===== src/design/erld_pkg.sv =====
// shared types and constants of the escape run-length decoder
`default_nettype none
package erld_pkg;

  localparam logic [7:0] ESC_BYTE        = 8'hFF;
  localparam logic [7:0] SHORT_RUN_LIMIT = 8'd3;
  localparam int         RUN_W           = 9;   // run length 0..256
  localparam int         MAX_RESULTS     = 64;
  localparam int         CHUNK_W         = 6;   // chunk index 0..63
  localparam int         FIELD_LANES     = 4;
  localparam int         CNT_W           = 3;   // valid lane count 0..4
  localparam int         BLEN_W          = 24;

  // decode phase, one-hot
  typedef enum logic [2:0] {
    PH_IDLE = 3'b001,
    PH_ESC  = 3'b010,
    PH_CNT  = 3'b100
  } phase_t;

  // emitter sequencer states, one-hot
  typedef enum logic [1:0] {
    EM_IDLE = 2'b01,
    EM_RUN  = 2'b10
  } emit_state_t;

  // one decoded run handed from the parser to the emitter
  typedef struct packed {
    logic [7:0]        value;
    logic [RUN_W-1:0]  len;
    logic              blk_end;
    logic [BLEN_W-1:0] blk_len;
    logic              trunc;
  } run_t;

endpackage
`default_nettype wire


===== src/design/erld_parse.sv =====
// escape parser: phase tracking and saturating block length
`default_nettype none
module erld_parse #(
  parameter int LENGTH_BITS = 24
) (
  input  wire logic                clk,
  input  wire logic                rst_n,
  input  wire logic                take,
  input  wire logic [7:0]          in_byte,
  input  wire logic                in_block_end,
  output erld_pkg::run_t           run
);

  erld_pkg::phase_t                  phase_r, phase_nxt;
  logic [7:0]                        pend_r, pend_nxt;
  logic [LENGTH_BITS-1:0]            len_r, len_new;
  logic [LENGTH_BITS:0]              len_sum;
  logic [LENGTH_BITS+erld_pkg::BLEN_W-1:0] len_ext;
  logic [7:0]                        run_val;
  logic [erld_pkg::RUN_W-1:0]        run_len;

  always_comb begin
    run_val   = '0;
    run_len   = '0;
    phase_nxt = erld_pkg::PH_IDLE;
    pend_nxt  = pend_r;
    unique case (phase_r)
      erld_pkg::PH_ESC: begin
        pend_nxt = in_byte;
        if (in_byte < erld_pkg::SHORT_RUN_LIMIT) begin
          run_val = erld_pkg::ESC_BYTE;
          run_len = {1'b0, in_byte} + 9'd1;
        end else begin
          phase_nxt = erld_pkg::PH_CNT;
        end
      end
      erld_pkg::PH_CNT: begin
        run_val = in_byte;
        run_len = {1'b0, pend_r} + 9'd1;
      end
      default: begin
        // idle, and any code that means nothing
        if (in_byte == erld_pkg::ESC_BYTE) begin
          phase_nxt = erld_pkg::PH_ESC;
        end else begin
          run_val = in_byte;
          run_len = 9'd1;
        end
      end
    endcase
  end

  assign len_sum = {1'b0, len_r} + (LENGTH_BITS+1)'(run_len);
  assign len_new = len_sum[LENGTH_BITS] ? '1 : len_sum[LENGTH_BITS-1:0];
  assign len_ext = {{erld_pkg::BLEN_W{1'b0}}, len_new};

  always_comb begin
    run.value   = run_val;
    run.len     = run_len;
    run.blk_end = in_block_end;
    run.blk_len = in_block_end ? len_ext[erld_pkg::BLEN_W-1:0] : '0;
    run.trunc   = in_block_end && (phase_nxt != erld_pkg::PH_IDLE);
  end

  always_ff @(posedge clk) begin
    if (!rst_n) begin
      phase_r <= erld_pkg::PH_IDLE;
      pend_r  <= '0;
      len_r   <= '0;
    end else if (take) begin
      if (in_block_end) begin
        phase_r <= erld_pkg::PH_IDLE;
        pend_r  <= '0;
        len_r   <= '0;
      end else begin
        phase_r <= phase_nxt;
        pend_r  <= pend_nxt;
        len_r   <= len_new;
      end
    end
  end

endmodule
`default_nettype wire


===== src/design/erld_emit.sv =====
// chunk emitter: one shared down-counter slices a run into lane chunks
`default_nettype none
module erld_emit #(
  parameter int LANES = 4
) (
  input  wire logic                          clk,
  input  wire logic                          rst_n,
  input  wire logic                          load,
  input  wire erld_pkg::run_t                run,
  output logic                               busy,
  output logic                               out_valid,
  input  wire logic                          out_stall,
  output logic [7:0]                         out_byte_0,
  output logic [7:0]                         out_byte_1,
  output logic [7:0]                         out_byte_2,
  output logic [7:0]                         out_byte_3,
  output logic [erld_pkg::CNT_W-1:0]         out_valid_count,
  output logic                               out_chunk_last,
  output logic                               out_block_done,
  output logic [erld_pkg::BLEN_W-1:0]        out_block_length,
  output logic                               out_truncated
);

  erld_pkg::emit_state_t            state_r, state_nxt;
  logic [7:0]                       val_r;
  logic [erld_pkg::RUN_W-1:0]       rem_r, rem_nxt, rem_left;
  logic [erld_pkg::CHUNK_W-1:0]     cnt_r, cnt_nxt;
  logic                             end_r;
  logic [erld_pkg::BLEN_W-1:0]      blen_r;
  logic                             trunc_r;

  logic                             step, emit, last;
  logic [erld_pkg::CNT_W-1:0]       n;

  logic                             ov_r, ov_nxt;
  logic [7:0]                       lane_r [erld_pkg::FIELD_LANES];
  logic [erld_pkg::CNT_W-1:0]       vc_r;
  logic                             cl_r, bd_r, tr_r;
  logic [erld_pkg::BLEN_W-1:0]      bl_r;

  assign step     = (state_r == erld_pkg::EM_RUN) && (!ov_r || !out_stall);
  assign n        = (rem_r < erld_pkg::RUN_W'(LANES)) ? rem_r[erld_pkg::CNT_W-1:0]
                                                      : erld_pkg::CNT_W'(LANES);
  assign rem_left = rem_r - erld_pkg::RUN_W'(n);
  // an empty run speaks only when it closes the block
  assign last     = (rem_left == '0) ||
                    (cnt_r == erld_pkg::CHUNK_W'(erld_pkg::MAX_RESULTS - 1));
  assign emit     = step && ((rem_r != '0) || end_r);

  always_comb begin
    state_nxt = state_r;
    rem_nxt   = rem_r;
    cnt_nxt   = cnt_r;
    if (load) begin
      state_nxt = erld_pkg::EM_RUN;
      rem_nxt   = run.len;
      cnt_nxt   = '0;
    end else if (step) begin
      rem_nxt = rem_left;
      cnt_nxt = cnt_r + erld_pkg::CHUNK_W'(1);
      if (last) state_nxt = erld_pkg::EM_IDLE;
    end
  end

  assign ov_nxt = emit ? 1'b1 : (ov_r && out_stall);

  always_ff @(posedge clk) begin
    if (!rst_n) begin
      state_r <= erld_pkg::EM_IDLE;
      ov_r    <= 1'b0;
    end else begin
      state_r <= state_nxt;
      ov_r    <= ov_nxt;
    end
  end

  always_ff @(posedge clk) begin
    rem_r <= rem_nxt;
    cnt_r <= cnt_nxt;
    if (load) begin
      val_r   <= run.value;
      end_r   <= run.blk_end;
      blen_r  <= run.blk_len;
      trunc_r <= run.trunc;
    end
    if (emit) begin
      for (int i = 0; i < erld_pkg::FIELD_LANES; i++) begin
        lane_r[i] <= (erld_pkg::CNT_W'(i) < n) ? val_r : 8'd0;
      end
      vc_r <= n;
      cl_r <= last;
      bd_r <= last && end_r;
      bl_r <= (last && end_r) ? blen_r : '0;
      tr_r <= last && end_r && trunc_r;
    end
  end

  assign busy             = (state_r == erld_pkg::EM_RUN);
  assign out_valid        = ov_r;
  assign out_byte_0       = lane_r[0];
  assign out_byte_1       = lane_r[1];
  assign out_byte_2       = lane_r[2];
  assign out_byte_3       = lane_r[3];
  assign out_valid_count  = vc_r;
  assign out_chunk_last   = cl_r;
  assign out_block_done   = bd_r;
  assign out_block_length = bl_r;
  assign out_truncated    = tr_r;

endmodule
`default_nettype wire


===== src/design/escape_run_length_decoder_top.sv =====
// top level of the escape run-length decoder
//
// input channel: one compressed byte per beat (in_byte, in_block_end) under
//   in_valid / in_stall. 0xff opens an escape; the next byte is a count c.
//   c below 3 gives 0xff c+1 times, otherwise the byte after gives a run of
//   c+1 copies of itself. in_block_end marks the last byte of a block.
// output channel: chunks of up to OUT_LANES decoded bytes (at most 4) under
//   out_valid / out_stall, lanes filled from out_byte_0, unused lanes zero.
//   out_chunk_last marks the final chunk of one input byte; out_block_done
//   marks the final chunk of a block, with the saturating block length and
//   the truncation flag. an input that yields no bytes gives no beat unless
//   it ends the block, then one empty chunk carries the block status.
// timing: the parser state moves on the accept edge, where the emitter
//   loads the run; the emitter then moves one chunk per cycle into the
//   output register while that register is not held by out_stall. in_stall
//   stays high until the last chunk of the byte is registered, so a new
//   byte is not accepted while the emitter is still busy with the previous one.
// stall: a stalled output beat holds, and the emitter waits with it.
// reset: synchronous, active low; phase, length and emitter go idle.
`default_nettype none
module escape_run_length_decoder_top #(
  parameter int OUT_LANES   = 4,
  parameter int LENGTH_BITS = 24
) (
  input  wire logic                           clk,
  input  wire logic                           rst_n,
  // input channel
  input  wire logic                           in_valid,
  output logic                                in_stall,
  input  wire logic [7:0]                     in_byte,
  input  wire logic                           in_block_end,
  // result channel
  output logic                                out_valid,
  input  wire logic                           out_stall,
  output logic [7:0]                          out_byte_0,
  output logic [7:0]                          out_byte_1,
  output logic [7:0]                          out_byte_2,
  output logic [7:0]                          out_byte_3,
  output logic [erld_pkg::CNT_W-1:0]          out_valid_count,
  output logic                                out_chunk_last,
  output logic                                out_block_done,
  output logic [erld_pkg::BLEN_W-1:0]         out_block_length,
  output logic                                out_truncated
);

  // lanes actually used, clamped to the four payload lanes
  localparam int LANE_N = (OUT_LANES < 1) ? 1 :
                          ((OUT_LANES > erld_pkg::FIELD_LANES) ?
                           erld_pkg::FIELD_LANES : OUT_LANES);

  logic           take;
  logic           busy;
  erld_pkg::run_t run;

  // accept only while the emitter has nothing left of the previous byte
  assign in_stall = busy;
  assign take     = in_valid && !busy;

  erld_parse #(
    .LENGTH_BITS (LENGTH_BITS)
  ) u_parse (
    .clk          (clk),
    .rst_n        (rst_n),
    .take         (take),
    .in_byte      (in_byte),
    .in_block_end (in_block_end),
    .run          (run)
  );

  erld_emit #(
    .LANES (LANE_N)
  ) u_emit (
    .clk              (clk),
    .rst_n            (rst_n),
    .load             (take),
    .run              (run),
    .busy             (busy),
    .out_valid        (out_valid),
    .out_stall        (out_stall),
    .out_byte_0       (out_byte_0),
    .out_byte_1       (out_byte_1),
    .out_byte_2       (out_byte_2),
    .out_byte_3       (out_byte_3),
    .out_valid_count  (out_valid_count),
    .out_chunk_last   (out_chunk_last),
    .out_block_done   (out_block_done),
    .out_block_length (out_block_length),
    .out_truncated    (out_truncated)
  );

`ifndef SYNTHESIS
  // an accepted byte always leaves the emitter busy in the following cycle
  a_busy_after_take: assert property (@(posedge clk) disable iff (!rst_n)
    take |=> in_stall)
    else $error("emitter not busy after accept");

  // only the final chunk of a byte may be partly filled
  a_full_chunks: assert property (@(posedge clk) disable iff (!rst_n)
    (out_valid && !out_chunk_last) |-> (out_valid_count == erld_pkg::CNT_W'(LANE_N)))
    else $error("partial chunk before the last one");

  // block status only rides on the closing chunk
  a_done_is_last: assert property (@(posedge clk) disable iff (!rst_n)
    (out_valid && out_block_done) |-> out_chunk_last)
    else $error("block done on a non-final chunk");

  // an empty chunk exists only to close a block
  a_empty_closes: assert property (@(posedge clk) disable iff (!rst_n)
    (out_valid && (out_valid_count == '0)) |-> out_block_done)
    else $error("empty chunk without block end");
`endif

endmodule
`default_nettype wire

===== config.mk =====
export PLATFORM = sky130hd
export DESIGN_NAME = escape_run_length_decoder_top
export DESIGN_NICKNAME = d
export VERILOG_FILES = /design/src/design/erld_pkg.sv /design/src/design/erld_parse.sv /design/src/design/erld_emit.sv /design/src/design/escape_run_length_decoder_top.sv
export SDC_FILE = /design/constraint.sdc
export NUM_CORES = 1
export LEC_CHECK = 0
export BUFFER_PORTS_ARGS = -buffer_cell sky130_fd_sc_hd__clkbuf_2
export CAP_MARGIN = 20
export CORE_MARGIN = 5
export CORE_UTILIZATION = 40
export CTS_CLUSTER_DIAMETER = 40
export CTS_CLUSTER_SIZE = 16
export DETAILED_ROUTE_END_ITERATION = 6
export GPL_TIMING_DRIVEN = 0
export RECOVER_POWER = 50
export SYNTH_ARGS = -nofsm -noshare
export SYNTH_HDL_FRONTEND = slang
export SYNTH_SLANG_ARGS = --single-unit

===== constraint.sdc =====
create_clock -name clk -period 9.1 [get_ports clk]
set_input_delay 2.73 -clock clk [delete_from_list [all_inputs] [get_ports clk]]
set_output_delay 2.73 -clock clk [all_outputs]
set_load 0.05 [all_outputs]

# Word level (Yosys, flattened, before mapping)
# Memories as Yosys holds them, arrays and structs flattened.
# Index checks and enable logic that the tools add are counted.
totals:
  reg_bits: 117
  mem_bits_rw: 32
  input_bits: 13
  out_inout_bits: 64
  n_memories: 1
op_classes:
  add_sub_neg: 5
  magnitude_cmp: 6
  n_eq_ne: 6
  n_mux: 27
  n_reduce_logical: 20
mem_list:
  columns: ["memory", "depth", "word_bits", "read_ports", "rd_ports_with_merged_regs", "write_ports", "line", "rtl"]
  rows:
  - ["u_emit.lane_r", 4, 8, 4, 0, 4, "erld_emit.sv:36", "logic [7:0] lane_r [erld_pkg::FIELD_LANES];"]
ops:
  columns: ["op", "count"]
  rows:
  - ["$mux W8", 8]
  - ["$mux W24", 2]
  - ["$mux W9", 3]
  - ["$add A24 B9 Y25", 1]
  - ["$add A8 B1 Y9 const B", 2]
  - ["$pmux W9 S2", 1]
  - ["$pmux W8 S2", 1]
  - ["$logic_not A9 Y1", 1]
  - ["$lt A9 B3 Y1 const B", 1]
  - ["$mux W3", 3]
  - ["$reduce_bool A9 Y1", 1]
  - ["$sub A9 B3 Y9", 1]
  - ["$eq A8 B8 Y1 const B", 1]
  - ["$lt A8 B2 Y1 const B", 1]
  - ["$mux W2", 4]
  - ["$logic_and A1 B1 Y1", 7]
  - ["$add A6 B1 Y6 const B", 1]
  - ["$eq A6 B6 Y1 const B", 1]
  - ["$lt A1 B3 Y1 const A", 2]
  - ["$lt A2 B3 Y1 const A", 2]
  - ["$pmux W3 S2", 1]
  - ["$reduce_bool A2 Y1", 3]
  - ["$mux W1", 4]
  - ["$reduce_and A2 Y1", 2]
  - ["6 further kinds", 10]

# Longest topological paths before layout
depth:
  depth_word: 8
  depth_mapped: 15
  ltp_nobuf: 14

# Cells and area by module
# A second synthesis with hierarchy kept.
unflattened:
  cells_unflattened: 646
  area_unflattened_um2: 7231.9
modules_own_cells:
  columns: ["mod", "instances", "cells_per_inst", "area_each_um2", "seq_area_each_um2"]
  rows:
  - ["erld_emit", 1, 289, 4408.0, 3333.2]
  - ["erld_parse", 1, 356, 2810.2, 700.7]
  - ["escape_run_length_decoder_top", 1, 1, 13.8, 0.0]

# Least setup slack after synthesis
# OpenSTA, ideal clock, no wires.
synth_timing:
  kind: "in2reg"
  start: "in in_byte[0]"
  end: "reg u_emit.blen_r[13] (netlist name) (data pin)"
  t_arrival_ns: 5.410
  path_slack_ns: 3.435
  path_stages: 13
  path_buffers: 1
  path_cell_list: "ha_1 > nand3_1 > nor4_1 > nor2_1 > ha_1 > fa_1 > a21o_1 > a221o_2 > o22ai_4 > or3_1 > buf_2 > nand4_1 > and3b_1"
synth_via:
  elab_chain_cells: 5
  word_cells_on_any_way: 8
  cone_classes: "add/sub (2); order compare (1); eq/ne (1); mux (4)"
synth_lines:
  columns: ["item", "line", "rtl"]
  rows:
  - ["start: declaration", "escape_run_length_decoder_top.sv:30", "input wire logic [7:0] in_byte,"]
  - ["$add A8 B1 Y9 (tied with other cells)", "erld_parse.sv:32", "run_len = {1'b0, in_byte} + 9'd1;"]
  - ["$mux W9 / $mux W1 (equally long branches)", "erld_parse.sv:30, erld_parse.sv:43", null]
  - ["$pmux W9 S2 *", "erld_parse.sv:27", "unique case (phase_r)"]
  - ["$add A24 B9 Y25 *", "erld_parse.sv:53", "assign len_sum = {1'b0, len_r} + (LENGTH_BITS+1)'(run_len);"]
  - ["$mux W24 *", "erld_parse.sv:54", "assign len_new = len_sum[LENGTH_BITS] ? '1 : len_sum[LENGTH_BITS-1:0];"]
  - ["end signal: assignment", "erld_emit.sv:83", "blen_r <= run.blk_len;"]
  - ["end: declaration", "erld_emit.sv:29", "logic [erld_pkg::BLEN_W-1:0] blen_r;"]
# Mark *: on every way between the ends. The rest lies on a longest branch, timed or not.
# A chain may end at the register's enable or synchronous reset.

# Worst setup path in the final report
layout_timing:
  start: "in in_byte[1]"
  end: "reg u_emit.blen_r[6] (netlist name) (data pin)"
# The elaborated chain is that of the path after synthesis.

==> summary.md <==
| Metric | Value |
|---|---|
| Maximum vdd ir drop | approximately 170 µV |
| RSZ-0062 raised after global routing | no |
| Commonest cells after routing, fill and taps aside | 105 x edfxtp_1, 86 x clkbuf_1, 47 x nor2_1 |
| Register area | 4034 µm² |
| DRC violations left | 0 |
| Total GRT Usage | about 17% |
| Area leader, netlist | edfxtp_1 |
| Hold depth | 2 |
| Port buffer count | 76 |
| Relative max-transition margin | -36.39% |
| Total number of vias | 5257 |
| Syn Area/Cell | approximately 11 µm² |
| CTS tree | built |
| Ys flop type | edfxtp_1 |
| Initial detailed-routing violation count | roughly 520 |
| Crit end category | flip-flop |
| Clk buf depth | 2 |
| Vias in the first global route | around 5000 |
| Routed WL | 16740 µm |
| FF-to-FF setup slack | 4880 ps |
| Gate power share | roughly 28% |
| CTS Hold Bufs | 0 |
| Final-report max-slew violation count | 40 |
| Placed Area | 7757 µm² |
| Switching share of power | between 30 and 40% |
| Filler cells | 1626 |
| Final Hold Fails | 0 |
| Tcrit/Tclk final | between 60% and 70% |
| Clock root cell | clkbuf_16 |
| WP data required | about 9000 ps |
| Final Skew | approximately 7.6 ps |
| Clock-pin slew on the worst setup and hold paths | roughly 60 ps |
| Worst r2r dst | u_emit.out_block_length[17] |
| Via density | 5.431 |
| Die area | 20390 µm² |
| Tightest Pin Transition | slightly above 2000 ps |
| Reg2reg path depth | 13 |
| Clk_lat worst skew | roughly 420 ps |
| Crit path arrival time | 6200 ps |
| Initial antenna violation count | 0 |
| Clock power frac | ~30% |
| H-tree lvl count | 4 |
| Failing checks | capacitance limit, slew limit |
| Mapped Nets | between 600 and 700 |
| WL/cell | between 15 and 20 µm |
| Hold WC Path Type | reg2reg |
| Synthesized area | ~7100 µm² |
| Footprint of the multi-input gates | around 2800 µm² |
| Hold Startpoint | u_parse.len_r[6] |
| First-pass GRT wire length | 26540 µm |
| Die height | 142.8 µm |
| Seq pwr share | between 40% and 50% |
| Fmax achieved | about 170 MHz |
| Fin worst setup slack | 3063 ps |
| RR Startpoint | u_emit.rem_r[4] |
| Post-CTS setup buffer count | 0 |
| Diodes inserted | 0 |
| Pint | approximately 1.4 mW |
| Ys Warns | 0 |
| Drt pass-1 iters | 5 |
| Area Overhead vs Synth | 16.13% |
| Status | finished, violations left |
| Fin area | 8190 µm² |
| Die width | 142.8 µm |
| Total power | around 2.3 mW |
| #FFs+latches synth | 149 |
| Min-Delay Endpoint | u_parse.len_r[6] |
| Resized cells post-CTS | 0 |
| TritonCTS Buffers | 17 |
| # rows | 48 |
| Synth top area cells | edfxtp_1 45%, dfxtp_1 12%, and3_1 2.8% |
| GPL Wtd Cong | 0.8729 |
| Synth cell types | 70 |
| Most common cell after layout, fill and taps aside | edfxtp_1 |
| Max_cap viols | 1 |
| CORE AREA | about 17000 µm² |
| Leak | approximately 2.9 nW |
| # IOs | 77 |
| Cells after Synth | 634 |
| Post-synthesis sequential area ratio | 57.19% |
| Number of enable flip-flop cells after synthesis | 105 |
| Net load switching power | a little under 900 µW |
| GRT overflow | 0 |
| Largest fanout on the critical path | 10 |
| Final core utilization | around 47% |
| Ys async rst share | 0% |
| Initial Util | between 40% and 50% |
| Tmin final | approximately 6000 ps |
| Layout cells sized above 1 | under 10% |
| Nets | 758 |
| Post-DP HPWL | roughly 12000 µm |
| Setup Total Neg Slack | 0 ps |
| Final Setup Violations | 0 |
| Share of the synthesized area in the top cell type | around 45% |
| PD cells | ~280 nW/µm² |
| Largest net degree at the start of global routing | 40 |
| Startpoint types | input pin |
| Antenna viol nets, final | 0 |
| Clk sinks | roughly 150 |
| Critical path type | in2reg |
| Pre-CTS WS | between 2000 and 3000 ps |
power groups by stage:
stage                     sequential [mW]  clock (mW)  combinational, mW
after detailed placement            0.986           0              0.670
after global routing                0.989       0.718              0.680
after floorplan                      1.24           0              0.238
after global placement              0.992           0              0.646
after CTS                           0.971       0.688              0.671
final                               0.972       0.679              0.636
cells in the mapped netlist, types with 6 or more instances:
cell / instances
edfxtp_1: 105
nor2_1: 47
dfxtp_1: 44
nand2_1: 43
a21oi_1: 37
and3_1: 32
o21ai_0: 30
and2_1: 28
nor2b_1: 28
nand3_1: 18
o21a_1: 16
xnor2_1: 15
clkbuf_1: 14
nor3_1: 14
ha_1: 13
inv_1: 13
a22oi_1: 9
nor4_1: 8
buf_2: 7
nand4_1: 7
o2bb2ai_1: 7
or3_1: 7
a211oi_1: 6
a21o_1: 6
critical path: stages:
cell and delay, ps:
clkbuf_1 170, ha_1 200, nand3_1 80, nor4_1 620, nor2_1 120, ha_1 240, fa_1 410, a21o_1 230
a221o_2 390, o22ai_4 310, nor3_2 190, buf_2 240, nor2_1 200, nor2b_1 70
worst max-delay path by stage:
stage,from,end,cells after the start
3_3_place_gp,in_byte[0],u_emit.blen_r[17],14
4_1_cts,in_byte[1],u_emit.blen_r[6],14
5_1_grt,in_byte[1],u_emit.blen_r[17],14
2_1_floorplan,in_byte[0],u_emit.blen_r[13],13
6_report,in_byte[1],u_emit.blen_r[6],14
3_5_place_dp,in_byte[0],u_emit.blen_r[6],14
state kept, by name, indices dropped and copies added, names as in the netlist:
name	flops
u_emit.state_r	2
u_emit.cnt_r	6
u_emit.out_block_length	24
u_emit.out_valid_count	3
u_parse.phase_r	3
u_emit.out_chunk_last	1
u_emit.out_truncated	1
u_emit.lane_r	32
u_emit.out_block_done	1
u_emit.val_r	8
u_emit.blen_r	24
u_emit.end_r	1
u_emit.rem_r	9
u_emit.out_valid	1
u_emit.trunc_r	1
u_parse.pend_r	8
u_parse.len_r	24
stage by stage:
stage / instances / hold slack, ps
2_1_floorplan: 634 / 431.5
3_3_place_gp: 935 / 447.5
3_5_place_dp: 937 / 462.0
4_1_cts: 968 / 477.1
5_1_grt: 968 / 516.6
6_report: 968 / 468.6
final cells by class:
type / count / area share (%)
inverter: 15 / 0.6874
sequential: 149 / 49.25
clock buffer: 17 / 5.194
tap: 225 / 3.437
multi-input combinational: 443 / 34.42
clock inverter: 14 / 1.726
timing repair buffer: 78 / 3.911
buffer: 27 / 1.375
per-layer routing:
layer  track usage, %  vias up  wire length (µm)
met5                0        -                 0
met4            5.853        0               274
met3            2.947       24              1112
met2            26.66      173              7738
met1            22.55     2509              7612
li1                 -     2551                 -
kinds of logic (layout without fill, tap and decap cells):
kind of cell | after synthesis | after routing | share of synthesized area, %
AOI/OAI and AO/OA | 146 | 146 | 14.48
xor gates and xnor gates | 20 | 20 | 2.484
adders and majority gates | 14 | 14 | 2.590
buffers and inverters | 42 | 151 | 2.572
DFF | 149 | 149 | 57.19
muxes | 2 | 2 | 0.3016
other | 1 | 1 | 0.05317
and+or+nand+nor | 260 | 260 | 20.33
Power figures use the tool's default switching activity.
